<file path="src/assert_macros.svh">
// assertion macros shared by the cache tag block
`ifndef ASSERT_MACROS_SVH
`define ASSERT_MACROS_SVH

// concurrent check on the rising clock edge, masked while reset is asserted
`define ASSERT_CLK(label, prop, msg) \
  label: assert property (@(posedge clk) disable iff (!rst_n) prop) else $error(msg);

// concurrent check that also holds during reset
`define ASSERT_ALWAYS(label, prop, msg) \
  label: assert property (@(posedge clk) prop) else $error(msg);

`endif

</file>
<file path="src/salc_pkg.sv">
// constants, types and address helpers for the set associative lru cache tags
package salc_pkg;

  // geometry, each a power of two
  localparam int LINE_BYTES = 64;
  localparam int SETS       = 64;
  localparam int WAYS       = 8;

  localparam int ADDR_W = 32;
  localparam int OFF_W  = $clog2(LINE_BYTES);
  localparam int SET_W  = (SETS > 1) ? $clog2(SETS) : 1;
  localparam int TAG_W  = ADDR_W - OFF_W - $clog2(SETS);
  localparam int WAY_W  = (WAYS > 1) ? $clog2(WAYS) : 1;
  localparam int AGE_W  = WAY_W;

  localparam logic [AGE_W-1:0] AGE_MAX = AGE_W'(WAYS - 1);

  // one set worth of tag state
  typedef struct packed {
    logic [WAYS-1:0]             valid;
    logic [WAYS-1:0][AGE_W-1:0]  age;
    logic [WAYS-1:0][TAG_W-1:0]  tag;
  } row_t;

  // row write request toward the tag store
  typedef struct packed {
    logic              en;
    logic [SET_W-1:0]  set;
    row_t              row;
  } wr_req_t;

  // outcome of one lookup
  typedef struct packed {
    logic             hit;
    logic [WAYS-1:0]  pick_oh;
    row_t             row;
  } lru_res_t;

  function automatic logic [SET_W-1:0] addr_set(input logic [ADDR_W-1:0] addr);
    return SET_W'((addr / LINE_BYTES) % SETS);
  endfunction

  function automatic logic [TAG_W-1:0] addr_tag(input logic [ADDR_W-1:0] addr);
    return TAG_W'(addr / (LINE_BYTES * SETS));
  endfunction

endpackage

</file>
<file path="src/salc_lru_update.sv">
// way compare, victim choice and age update for one set
module salc_lru_update (
  input  salc_pkg::row_t              cur,
  input  logic [salc_pkg::TAG_W-1:0]  tag,
  output salc_pkg::lru_res_t          res
);

  always_comb begin
    logic [salc_pkg::WAYS-1:0]   match;
    logic [salc_pkg::WAY_W-1:0]  hit_idx;
    logic [salc_pkg::WAY_W-1:0]  fill_idx;
    logic [salc_pkg::WAY_W-1:0]  vic_idx;
    logic [salc_pkg::WAY_W-1:0]  pick;
    logic [salc_pkg::AGE_W-1:0]  max_age;
    logic [salc_pkg::AGE_W-1:0]  limit;
    logic                        any_hit;
    logic                        any_inv;
    logic                        age_all;

    for (int w = 0; w < salc_pkg::WAYS; w++) begin
      match[w] = cur.valid[w] && (cur.tag[w] == tag);
    end
    any_hit = |match;
    any_inv = ~&cur.valid;

    // lowest-numbered matching and empty ways
    hit_idx  = '0;
    fill_idx = '0;
    for (int w = salc_pkg::WAYS - 1; w >= 0; w--) begin
      if (match[w]) begin
        hit_idx = salc_pkg::WAY_W'(w);
      end
      if (!cur.valid[w]) begin
        fill_idx = salc_pkg::WAY_W'(w);
      end
    end

    // oldest way, lowest index on a tie
    max_age = cur.age[0];
    vic_idx = '0;
    for (int w = 1; w < salc_pkg::WAYS; w++) begin
      if (cur.age[w] > max_age) begin
        max_age = cur.age[w];
        vic_idx = salc_pkg::WAY_W'(w);
      end
    end

    if (any_hit) begin
      pick    = hit_idx;
      limit   = cur.age[hit_idx];
      age_all = 1'b0;
    end else if (any_inv) begin
      pick    = fill_idx;
      limit   = max_age;
      age_all = 1'b1;
    end else begin
      pick    = vic_idx;
      limit   = max_age;
      age_all = 1'b0;
    end

    res.row = cur;
    for (int w = 0; w < salc_pkg::WAYS; w++) begin
      res.pick_oh[w] = (salc_pkg::WAY_W'(w) == pick);
      if (!res.pick_oh[w] && cur.valid[w] && (age_all || (cur.age[w] < limit)) &&
          (cur.age[w] < salc_pkg::AGE_MAX)) begin
        res.row.age[w] = cur.age[w] + salc_pkg::AGE_W'(1);
      end
    end
    res.row.age[pick] = '0;
    if (!any_hit) begin
      res.row.valid[pick] = 1'b1;
      res.row.tag[pick]   = tag;
    end
    res.hit = any_hit;
  end

endmodule

</file>
<file path="config.mk">
export PLATFORM = sky130hd
export DESIGN_NAME = salc_lru_update
export DESIGN_NICKNAME = d
export VERILOG_FILES = /design/src/assert_macros.svh /design/src/salc_pkg.sv /design/src/salc_lru_update.sv
export SDC_FILE = /design/constraint.sdc
export NUM_CORES = 1
export LEC_CHECK = 0
export BUFFER_PORTS_ARGS = -buffer_cell sky130_fd_sc_hd__clkbuf_2
export CAP_MARGIN = 20
export CELL_PAD_IN_SITES_DETAIL_PLACEMENT = 2
export CELL_PAD_IN_SITES_GLOBAL_PLACEMENT = 2
export CORE_MARGIN = 2
export CORE_UTILIZATION = 27
export DETAILED_ROUTE_END_ITERATION = 6
export PLACE_DENSITY_LB_ADDON = 0.1
export SETUP_SLACK_MARGIN = 0.5
export SLEW_MARGIN = 20
export SYNTH_ARGS = -nofsm -noshare
export SYNTH_HDL_FRONTEND = slang
export SYNTH_SLANG_ARGS = --single-unit
</file>
<file path="constraint.sdc">
create_clock -name vclk -period 63.9
set_input_delay 19.17 -clock vclk [all_inputs]
set_output_delay 19.17 -clock vclk [all_outputs]
set_load 0.005 [all_outputs]
</file>
=== Word level (Yosys, flattened, before mapping) ===
Index checks and enable logic that the tools add are counted.

* $add $sub $neg: 8
* Magnitude comparators: 26
* Equality and inequality tests: 15
* Muxes and demuxes: 54
* Bitwise gates (word level): 3
* Reduce and logical (&&, ||, !) cells: 52

{| class="wikitable"
|+ Operator list
! kind !! count
|-
| $bwmux 160 || 1
|-
| $eq 20x20->1 || 8
|-
| $mux 160 || 1
|-
| $mux 3 || 42
|-
| $demux 20 s3 || 1
|-
| $logic_and 1x1->1 || 33
|-
| $add 3x1->3 const B || 8
|-
| $and 24x24->24 || 1
|-
| $lt 3x3->1 || 8
|-
| $lt 3x3->1 const B || 8
|-
| $not 24->24 || 1
|-
| $gt 3x3->1 || 7
|-
| $mux 20 || 1
|-
| $eq 3x3->1 const A || 4
|-
| $bmux 3 s3 || 1
|-
| $demux 3 s3 || 1
|-
| $logic_not 1->1 || 8
|-
| $logic_or 1x1->1 || 8
|-
| $lt 3x4->1 const B || 2
|-
| $mux 8 || 1
|-
| $or 8x8->8 || 1
|-
| $reduce_and 8->1 || 1
|-
| $reduce_or 8->1 || 1
|-
| $eq 2x3->1 const A || 2
|-
| other kinds (5) || 8
|}

* Flip-flop bits (word level): 0
* Output and inout bits: 201
* Logic and storage cells: 158

=== Depth between registers and ports, before layout ===
Gate-level depths: netlist of the first run.

* Word-level depth: 23
* Mapped depth: 51

=== Least setup slack after synthesis of the first run ===
OpenSTA, ideal clock, no wires.

* Path type: input to output
* From: input port cur[161] in the netlist's numbering
* To: output port res[183] in the netlist's numbering
* Data arrival time: 28936 ps
* Required time: 44730 ps
* Setup slack: 15794 ps
* Cell stages on the path: 49
* Buffers on the path: 0
* Cell sequence: inv_1 -> ha_1 -> nor2b_1 -> o21a_1 -> o21a_1 -> o21a_1 -> ha_1 -> nor2b_1 -> o21ai_0 -> a21bo_2 -> nor2_1 -> or2_2 -> ha_1 -> nor2b_1 -> o21a_1 -> o21a_1 -> o31a_1 -> ha_1 -> (+13 left out) -> nor2b_1 -> o21ai_0 -> a32o_1 -> mux2_2 -> ha_1 -> nor2b_1 -> o21ai_0 -> and2_1 -> a31oi_1 -> o21ai_0 -> o21ai_0 -> ha_1 -> o21a_1 -> o32ai_1 -> o21a_1 -> a31oi_1 -> or4_1 -> a21oi_1

{| class="wikitable"
|+ RTL lines
! what !! line !! RTL
|-
| start: declaration || salc_lru_update.sv:3 || <nowiki>input salc_pkg::row_t cur,</nowiki>
|-
| end: declaration || salc_lru_update.sv:5 || <nowiki>output salc_pkg::lru_res_t res</nowiki>
|}

==> results.md, run 1 <==
- Placed insts: 1620
- Number of clock buffers in the layout: 0
- GRT Total Usage: 28.6%
- Wire length of the first global-routing pass: 62600 um
- Number of instances in the synthesized netlist: 926
- Sequential-to-total area share from yosys stat: 0%
- Vertical extent of the die: 170 um
- Number of cells on the critical path: 51
- Placed wire-length estimate after detailed placement: 36200 um
- CORE AREA: 27000 um2
- Wire length per cell: 26.3 um
- Number of standard cells in the layout, taps in and fillers out: 1622
- Mean cell area of the mapped netlist: 8.04 um2
- VDD IR max: 14.0 uV
- Number of sequential cells in the layout: 0
- Post-route standard cell area excluding fillers: 9550 um2
- Remaining global-route overflow: 0
- Number of maximum-capacitance constraint violations: 0
- Boundary pin count: 413
- Number of cell rows: 60
- Count of endpoints failing hold in the final timing report: 0
- Number of synthesis warnings: 0
- Final layout net count: 1538
- Number of slew-limit violations in the final report: 0
- Starting density of the core: 27.6%
- # setup viols final: 0
- Number of distinct standard cells referenced by the synthesized netlist: 84
- Number of global-route vias before repair: 9783
- Final Routed Wirelength: 42600 um
- Post-synth net total: 1183
- CP startpoint kind: input port
- Number of routed nets with antenna violations: 0
- Instance area after placement: 9540 um2
- Delay of the slowest cell on the worst path: 850 ps
- Crit share post-route: 78.5%
- Sequential Area: 0 um2
- Critical Path RT: 44730 ps
- Initial antenna violation count: 4
- Count of hold buffers inserted by post-cts repair: 0
- Type of the worst setup path: input port to primary output
- Worst hold path depth: 3
- Signal arrival time at the worst endpoint: 30990 ps
- Utilization after layout: 35.3%
- Layout-stage area growth over the synthesis result: 28.1%
- Number of setup buffers added after CTS: 0
- Critical path fanouts, max: 8
- Die width: 170 um
- Type of destination of the critical path: primary output
- Most frequent cells after synthesis: xnor2_1, mux2_2, mux2_1
- Pwr Density: 17.4 nW/um2
- Post-cts gate resize count: 0
- Slowest-stage cell, CP: o21ai_1
- Type of the worst min-delay path: input port to primary output
- Dominant cells by area after synthesis: xnor2_1, mux2_2, mux2_1, ha_1, nand4_1
- Final weighted congestion in routability-driven placement: 0.870
- Gate family responsible for the most delay along the worst path: compound AO/OA/AOI/OAI gates
- Final-layout setup total negative slack: 0 ps
- Number of buffer and inverter instances along the worst setup path: 5
- # DRC: 0
- Largest net degree at the start of global routing: 22
- Synth area leader: xnor2_1
- Total die area: 28900 um2
- Slew of the pin with the lowest slew margin: 1120 ps
- Vias/cell: 5.50
- Share of post-route cells with drive strength above 1: 43.7%
- Worst-case headroom to the max-slew limit: 24.8%
- Mapped Area: 7450 um2
- Most common cell in the netlist: xnor2_1
- First-pass iteration count of the detailed router: 4
- RSZ-0062 raised after global routing: false
- Result of the run: complete, no violations
- Final critical path time including I/O delays and setup: 50160 ps
- Cell with the most instances on the worst path: ha_1
- Area share of the leading cell type in the synthesized netlist: 15.8%
- Highest clock rate: 19.9 MHz
- Number of DRC violations after detailed-routing iteration 0: 297
- Leakage Power: 4.28 nW
- Vias: 8924
- Port-buffer cells: 413
[worst paths after layout]
kind              endpoint  startpoint
hold / removal     res[13]     cur[13]
setup / recovery  res[171]    cur[161]
[tightest hold or removal path, cell delays in order]
cell and delay [ps]:
clkbuf_2 100, mux2_1 120, clkbuf_2 100
[through the flow]
| stage | worst slack, ps | power (mW) | hold slack [ps] |
|---|---|---|---|
| final | 13740 | 0.166 | 38660 |
| after global routing | 12820 | 0.186 | 38680 |
| after CTS | 13780 | 0.167 | 38660 |
| after detailed placement | 13840 | 0.166 | 38660 |
| after global placement | 14290 | 0.160 | 38660 |
| after floorplan | 15790 | 0.106 | 38450 |
[layout make-up]
class	count	area, um2
antenna	2	5.00
fill	3275	17500
inverter	36	135
multi-input combinational	823	6860
tap	341	427
timing repair buffer	420	2120
[cells in the final DEF (no fill, tap or decap), types with 9 or more instances in the layout]
master    Yosys  routed
or4_1        11      11
inv_1        35      35
nor2b_1      12      12
a31oi_1      10      10
a21oi_1      40      40
nor3_1       10       9
xor2_1       25      25
nor4_1       12      12
o21ai_0      29      28
a211oi_1     11      11
o31ai_1      11      11
mux2i_1      13      13
mux2_2       91      91
o21a_1       19      19
nor2_1       24      24
ha_1         45      45
clkbuf_2      0     413
mux2_1       57      57
xnor2_1     134     134
mux2_4       18      18
nand2_1      52      52
nand3_1      26      26
nand4_1      55      55
[per-layer routing]
metal	routed length, um	up-vias	GRT usage (%)	part of all wire [%]
met5	25	-	0	0.059
met4	1160	4	7.51	2.7
met3	1810	65	3.86	4.2
met2	22400	252	55.0	52
met1	17300	4417	32.7	41
li1	-	4186	-	-
[kinds of logic after synthesis]
group,after synthesis,synth area share (%)
buffers and inverters,103,7.99
xor gates and xnor gates,160,18.9
muxes,179,27.7
AOI/OAI and AO/OA,174,16.3
and+or+nand+nor,265,21.5
adders and majority gates,45,7.56
[power by group]
group / switching [mW] / leakage, nW / internal, mW
combinational: 0.0953 / 4.28 / 0.0710
sequential: 0 / 0 / 0
clock: 0 / 0.0000127 / 0.00000000420
total: 0.0953 / 4.28 / 0.0710
(Power assumes the default switching activity.)
==> inputs of run 2 (changes only) <==
- CORE_UTILIZATION: 27 -> 22
- clock period: 63.9 -> 40.3 ns (I/O delays scaled with it)
==> run 2 against run 1 <==
Global-route usage is 4.3 points lower. Cell count grew 6.7%. Critical path depth increased by 1. Flip-flop and latch count is the same. Core utilization shrank 6.3 points. Combinational power increased by 58%. Power grew 58%. Non-clock buffer count up 1. Cell area increased by 1.6%. Sequential share of layout area unchanged. Routed wire length increased by 4.8%.
==> results.md, run 2 (synthesized netlist as in run 1, its figures left out) <==
- Number of slew-limit violations in the final report: 0 (unchanged)
- Critical path fanouts, max: 7 (-1)
- Clock network fraction of design power: 0% (unchanged)
- Sequential Area: 0 um2 (unchanged)
- Placed wire-length estimate after detailed placement: 37400 um (+3.5%)
- Startpoint of the worst setup timing path: cur[161]
- Largest net degree at the start of global routing: 22 (unchanged)
- Port-buffer cells: 413 (unchanged)
- Final weighted congestion in routability-driven placement: 0.831 (-4.5%)
- GRT Total Usage: 24.3% (-4.3 points)
- Instance area after placement: 9680 um2 (+1.5%)
- Capturing instance or port of the critical path: res[162]
- Worst-case headroom to the max-slew limit: 26.1% (+1.4 points)
- Switching power summed over all nets: 151 uW (+59%)
- Type of the worst setup path: input port to primary output
- Post-route standard cell area excluding fillers: 9700 um2 (+1.6%)
- Final-layout setup total negative slack: 0 ps (unchanged)
- Type of the worst min-delay path: input port to primary output
- Critical Path RT: 28210 ps (-16520 ps)
- Remaining global-route overflow: 0 (unchanged)
- # DRC: 0 (unchanged)
- Signal arrival time at the worst endpoint: 23900 ps (-7090 ps)
- Final Routed Wirelength: 44700 um (+4.8%)
- Internal power contribution: 112 uW (+57%)
- Vias/cell: 5.16 (-6.2%)
- Die width: 188 um (+11%)
- Post-cts gate resize count: 0 (unchanged)
- Number of clock buffers in the layout: 0 (unchanged)
- Wire length of the first global-routing pass: 65200 um (+4.1%)
- Number of cell rows: 67 (+12%)
- Count of hold buffers inserted by post-cts repair: 0 (unchanged)
- Commonest non-fill, non-tap cell in the layout: clkbuf_2
- Share of post-route cells with drive strength above 1: 43.9% (+0.20 points)
- VDD IR max: 18.9 uV (+35%)
- Number of DRC violations after detailed-routing iteration 0: 246 (-17%)
- Fin worst setup slack: 4310 ps (-9430 ps)
- RSZ-0062 raised after global routing: false
- Number of maximum-capacitance constraint violations: 0 (unchanged)
- Delay of the slowest cell on the worst path: 660 ps (-190 ps)
- CP startpoint kind: input port
- Worst hold path depth: 3 (unchanged)
- Number of filler cells placed in the layout: 4009 (+22%)
- CORE AREA: 33400 um2 (+24%)
- Most frequent cells in the layout: clkbuf_2, xnor2_1, mux2_2, mux2_1, nand4_1
- Vertical extent of the die: 188 um (+11%)
- Starting density of the core: 22.3% (-5.3 points)
- Initial antenna violation count: 2 (-2)
- Setup WS pre-CTS: 4350 ps (-9480 ps)
- Boundary pin count: 413 (unchanged)
- Logic gate share of total power: 100.0% (about the same)
- Number of setup buffers added after CTS: 0 (unchanged)
- Total die area: 35300 um2 (+22%)
- Leakage Power: 4.29 nW (+0.19%)
- Number of routed nets with antenna violations: 0 (unchanged)
- Number of global-route vias before repair: 9986 (+2.1%)
- Slowest-stage cell, CP: a21oi_1
- Final layout net count: 1539 (+0.065%)
- Highest clock rate: 27.8 MHz
- Final critical path time including I/O delays and setup: 35990 ps
- # setup viols final: 0 (unchanged)
- Vias: 8927 (+0.034%)
- Slew of the pin with the lowest slew margin: 1110 ps (-13.1 ps)
- Result of the run: complete, no violations
- Count of endpoints failing hold in the final timing report: 0 (unchanged)
- Number of standard cells in the layout, taps in and fillers out: 1730 (+6.7%)
- First-pass iteration count of the detailed router: 4 (unchanged)
- Placed insts: 1728 (+6.7%)
- Wire length per cell: 25.8 um (-1.7%)
- Cell with the most instances on the worst path: ha_1
- Switching share of total power: 57.5% (+0.21 points)
- Type of destination of the critical path: primary output
- Register share of total power: 0% (unchanged)
- Layout-stage area growth over the synthesis result: 30.1%
- Pwr Density: 27.1 nW/um2 (+56%)
- Number of sequential cells in the layout: 0 (unchanged)
- Crit share post-route: 89.3%
==> run 2: final cells by class <==
cell class,count,area (um2),share of cell area (%)
inverters,36,135,1.39
diodes,2,5.00,0.0516
repair buffers,421,2130,21.9
well taps,448,561,5.78
multi-input cells,823,6870,70.8
==> run 2: critical path: cells and delay by family <==
kind,cells,cell delay [ps]
buf+inv,6,800
compound gates,22,5760
fa+ha+maj,8,2270
mux,3,810
simple gates,13,2120
==> run 2: worst min-delay path by stage <==
stage	end	from	slack, ps
3_5_place_dp	res[7]	cur[7]	24510
5_1_grt	res[19]	cur[19]	24520
6_report	res[4]	cur[4]	24510
4_1_cts	res[58]	cur[58]	24510
3_3_place_gp	res[19]	cur[19]	24500
2_1_floorplan	res[162]	cur[162]	24290
==> run 2: per-stage QoR <==
| step | total power, mW | hold WS, ps | utilization, % |
|---|---|---|---|
| final | 0.263 | 24510 | 29.0 |
| after global routing | 0.294 | 24520 | 29.0 |
| after CTS | 0.266 | 24510 | 29.0 |
| after detailed placement | 0.265 | 24510 | 29.0 |
| after global placement | 0.258 | 24500 | 29.0 |
| after floorplan | 0.168 | 24290 | - |
==> run 2: power by group through the flow <==
stage | Combinational (mW) | Sequential (mW) | Clock (mW)
detailed placement | 0.265 | 0 | 0
global placement | 0.258 | 0 | 0
CTS | 0.266 | 0 | 0
finish | 0.263 | 0 | 0.00000000665
floorplan | 0.168 | 0 | 0
global route | 0.294 | 0 | 0.00000000332
==> run 2: routing by layer <==
metal,part of all wire (%),global-route usage [%],up-vias
met3,3.4,2.36,29
met4,1.4,3.24,0
met1,41,28.3,4477
met2,54,48.1,231
li1,-,-,4190
met5,0,0,-
